==> config.mk <==
export PLATFORM = sky130hd
export DESIGN_NAME = rhsm_run_unit
export DESIGN_NICKNAME = d
export VERILOG_FILES = /design/src/design/assert_macros.svh /design/src/design/rhsm_pkg.sv /design/src/design/rhsm_run_unit.sv
export SDC_FILE = /design/constraint.sdc
export NUM_CORES = 1
export LEC_CHECK = 0
export BUFFER_PORTS_ARGS = -buffer_cell sky130_fd_sc_hd__buf_2
export CORE_AREA = 8 8 90 76
export DETAILED_ROUTE_END_ITERATION = 10
export DIE_AREA = 0 0 98 84
export PLACE_DENSITY = 0.87
export SETUP_SLACK_MARGIN = 0.1
export SYNTH_ARGS = -nofsm -noshare
export SYNTH_HDL_FRONTEND = slang
export SYNTH_SLANG_ARGS = --single-unit
==> constraint.sdc <==
create_clock -name vclk -period 5.9
set_clock_uncertainty 0.2 [all_clocks]
set_input_delay 1.475 -clock vclk [all_inputs]
set_output_delay 1.475 -clock vclk [all_outputs]
set_load 0.005 [all_outputs]
==> src/design/assert_macros.svh <==
// Assertion macros shared by the sector map RTL.
// Defining NO_ASSERTIONS leaves every use empty.
`ifndef ASSERT_MACROS_SVH
`define ASSERT_MACROS_SVH
`ifndef NO_ASSERTIONS
`define RHSM_ASSERT_NOW(label, clk, rst_n, prop) \
  label: assert property (@(posedge clk) disable iff (!rst_n) (prop)) \
    else $error("%m: check failed");
`define RHSM_ASSERT_NEXT(label, clk, rst_n, cond, conseq) \
  label: assert property (@(posedge clk) disable iff (!rst_n) (cond) |=> (conseq)) \
    else $error("%m: check failed");
`else
`define RHSM_ASSERT_NOW(label, clk, rst_n, prop)
`define RHSM_ASSERT_NEXT(label, clk, rst_n, cond, conseq)
`endif
`endif

==> src/design/rhsm_pkg.sv <==
// Types and constants of the region header sector map.
// No dependencies; used by rhsm_run_unit, the top level and the testbench.
`timescale 1ns / 1ps

package rhsm_pkg;

  localparam int WORD_BITS = 64;
  localparam int WORD_SH   = 6;
  localparam int POS_W     = 25;
  localparam int ROWF_W    = POS_W - WORD_SH;
  localparam int TOTAL_W   = 15;

  typedef enum logic [1:0] {
    KIND_BEGIN = 2'd0,
    KIND_ENTRY = 2'd1,
    KIND_QUERY = 2'd2,
    KIND_NOP   = 2'd3
  } kind_t;

  typedef enum logic [3:0] {
    ST_INIT,
    ST_WIPE,
    ST_IDLE,
    ST_CHECK,
    ST_RD,
    ST_WR,
    ST_QRD,
    ST_QDAT,
    ST_EMIT
  } state_t;

  typedef struct packed {
    kind_t        kind;
    logic [31:0]  location_word;
    logic [31:0]  time_word;
    logic [13:0]  sector_index;
  } in_t;

  typedef struct packed {
    logic [9:0]   entry_index;
    logic [23:0]  chunk_offset;
    logic [7:0]   chunk_sectors;
    logic [31:0]  chunk_time;
    logic         out_of_range;
    logic         sector_free;
  } out_t;

  typedef struct packed {
    logic [ROWF_W-1:0]    row;
    logic [WORD_BITS-1:0] mask;
    logic [POS_W-1:0]     next;
    logic                 last;
  } run_step_t;

endpackage

==> src/design/rhsm_run_unit.sv <==
// Shared run stepper: mask of one bitmap word covered by a sector run, and the next position.
// Depends on rhsm_pkg.
`timescale 1ns / 1ps

module rhsm_run_unit (
  input  logic [rhsm_pkg::POS_W-1:0] cur_i,
  input  logic [rhsm_pkg::POS_W-1:0] end_i,
  output rhsm_pkg::run_step_t        step_o
);

  localparam int WB = rhsm_pkg::WORD_BITS;
  localparam int SH = rhsm_pkg::WORD_SH;
  localparam int PW = rhsm_pkg::POS_W;
  localparam int RW = rhsm_pkg::ROWF_W;

  logic [RW-1:0] row_cur;
  logic [RW-1:0] row_end;
  logic          same_row;
  logic [WB-1:0] lo_mask;
  logic [WB-1:0] hi_mask;
  logic [PW-1:0] next_pos;

  always_comb begin
    row_cur  = cur_i[PW-1:SH];
    row_end  = end_i[PW-1:SH];
    same_row = (row_cur == row_end);
    lo_mask  = {WB{1'b1}} << cur_i[SH-1:0];
    hi_mask  = same_row ? ~({WB{1'b1}} << end_i[SH-1:0]) : {WB{1'b1}};
    next_pos = same_row ? end_i : {row_cur + RW'(1), {SH{1'b0}}};
    step_o.row  = row_cur;
    step_o.mask = lo_mask & hi_mask;
    step_o.next = next_pos;
    step_o.last = (next_pos == end_i);
  end

endmodule

==> results.ini <==
[min_path]
hold_path_depth = 2
hp-class = in -> out

[synth]
synth.most_common_cell = nand2_1
ys_types = 48
syn_area_per_cell_sq_um = 6.050
syn_area_sq_mm = 0.002577
synthTopCellsByArea = xnor2_1 (8.2%), nand2_1 (7.7%), xor2_1 (7.5%)
synth_top_area_share_pct = 8.155
syn_nets = 477
synth_commonest_cells = nand2_1 (53), o21ai_0 (36), clkbuf_1 (35), nor2_1 (24), xnor2_1 (24)
syn_inst = 426
yosysTopAreaCell = xnor2_1
seq_area_frac_synth_pct = 0
yosysWarnings = 0

[setup_path]
critical_path.top_delay_family = simple AND/OR/NAND/NOR gates
endpoint_kind = output pin
required_ns = 4.22
cpMaxStageDelayCell = nor4_1
slowest_delay_ns = 0.76
setup.worst_path.class = in -> out
critPathLaunchType = input port
crit_cells = 8
crit_fanout = 11
cp_cell_sequence = buf_2 > nand3_1 > nor4_1 > nand3_1 > xnor2_1 > nor4b_1 > a41o_1 > buf_2
path_buf_inv = 2
arrival_ns = 3.82

[placed_design]
detailedPlace.worstSlack_ns = 0.4560
place_hpwl_microns = 8232
placed_cell_area_sq_mm = 0.003153
numPortBuffers = 159
routabilityCongestion = 0.9940

[layout]
nNetsFinal = 575
area.sequential_sq_um = 0
insertedDiodeCount = 0
nClkBuffers = 0
drive_above_1_share_pct = 35.06
seq_cells = 0
final_cell_area_sq_mm = 0.003153
postLayoutCoreUtil_pct = 59.32
multi_input_comb_area_sq_mm = 0.002216
nFillCells = 519
area_growth_pct = 22.33

[cts]
hold_buffers = 0
cts_resized = 0
post_cts_buffers = 0

[pwr]
combPwrFrac_pct = 100.0
p_int_uw = 86.19
seqPwrFrac_pct = 0
p_per_area_mw_per_mm2 = 67.01
ir_drop_mv = 0.03363
p_clk_share_pct = 0
swShare_pct = 59.20
leakage_uw = 0.001346
p_sw_uw = 125.1

[timing]
tightest_slew_ns = 0.7330
slew_headroom_pct = 50.68
fmax_mhz = 181.9
fin_setup_tns_ns = 0
rsz0062_at_grt = no
final.period_utilization_pct = 93.18
finalCriticalPeriod_ns = 5.498
setup_slack_ns = 0.4023
hold_violations = 0
setup_viol = 0
report.final.slew_viol_count = 0

[drt]
vias_per_cell = 6.376
ant_nets = 0
vias = 3743
firstDrtPassIters = 6
first_iter_violations = 407
drc = 0
routed_wirelength_microns = 10760
wl_per_cell_microns = 18.33

[die]
die_x_microns = 98
rows = 24
die_h_microns = 84
initial_core_util_pct = 48.49
core_area_sq_mm = 0.005315
die-area_sq_mm = 0.008232
pin_count = 159

[flow_run]
maxCapViolCount = 0

[global_routing]
grt_remaining_overflow = 0
grt_max_degree = 63
grt_pass1_vias = 3393
grt_first_pass_wirelength_microns = 17250
antenna_found_initial = 0
grt_use_total_pct = 24.10

[run_status]
status = finished, final reports clean

cell type report:
class	instances	area share, %
well taps	65	2.579
multi-input cells	351	70.28
repair buffers	163	26.19
inverters	8	0.9524
kinds of logic after synthesis:
kind of cell,Yosys count,share of synthesized area [%]
xor+xnor,46,15.63
simple gates,164,32.82
buf+inv,75,14.03
mux,7,2.961
fa+ha+maj,1,0.4854
compound gates,133,34.08
per-stage QoR:
stage / std cells / hold slack, ns / power [uW]
finish: 587 / 2.979 / 211.3
global route: 587 / 2.999 / 230.1
detailed placement: 587 / 2.979 / 206.4
floorplan: 426 / 2.831 / 129.1
CTS: 587 / 2.979 / 207.5
global placement: 587 / 2.971 / 203.5
layer usage:
metal  vias to the layer above  track usage [%]  wire length [microns]
li1                       1705                -                      -
met2                       327            38.57                   4760
met1                      1671            33.10                   4434
met3                        40            3.250                   1337
met5                         -                0                      0
met4                         0            4.802                    225
power by group through the flow:
stage                     clock [uW]  sequential [uW]  combinational, uW
after floorplan                    0                0                129
after detailed placement           0                0                206
after global routing               0                0                230
after CTS                          0                0                207
after global placement             0                0                204
final                              0                0                211
layout by cell type (no fill, tap or decap), types with 2 or more instances in the layout:
cell        n
nand4_1     8
nor3_2      2
nand2b_1    7
a221oi_1   15
a311oi_1    2
o22ai_1     2
and2_1     12
nor4_1     12
a21o_1      4
mux2_2      5
and3_1      4
nor2_1     24
nor3_1      7
nand3_1     7
o221ai_1    2
buf_4       4
and2_0      2
o21a_1     11
a21boi_0    5
o211ai_1    2
or2_2      11
a21oi_1    21
mux2i_1     2
a31oi_1     4
or3_1       8
nand2_1    53
nor2b_1     2
xnor2_1    24
a211oi_1    9
buf_2     159
o21ai_0    36
or4_1       2
inv_1       7
xor2_1     22
a22oi_1    15
final timing paths:
kind	start	to	slack, ns
max	cur_i[10]	step_o[0]	0.40
min	cur_i[24]	step_o[108]	2.98
No activity file was read; power rests on OpenSTA's default activity.
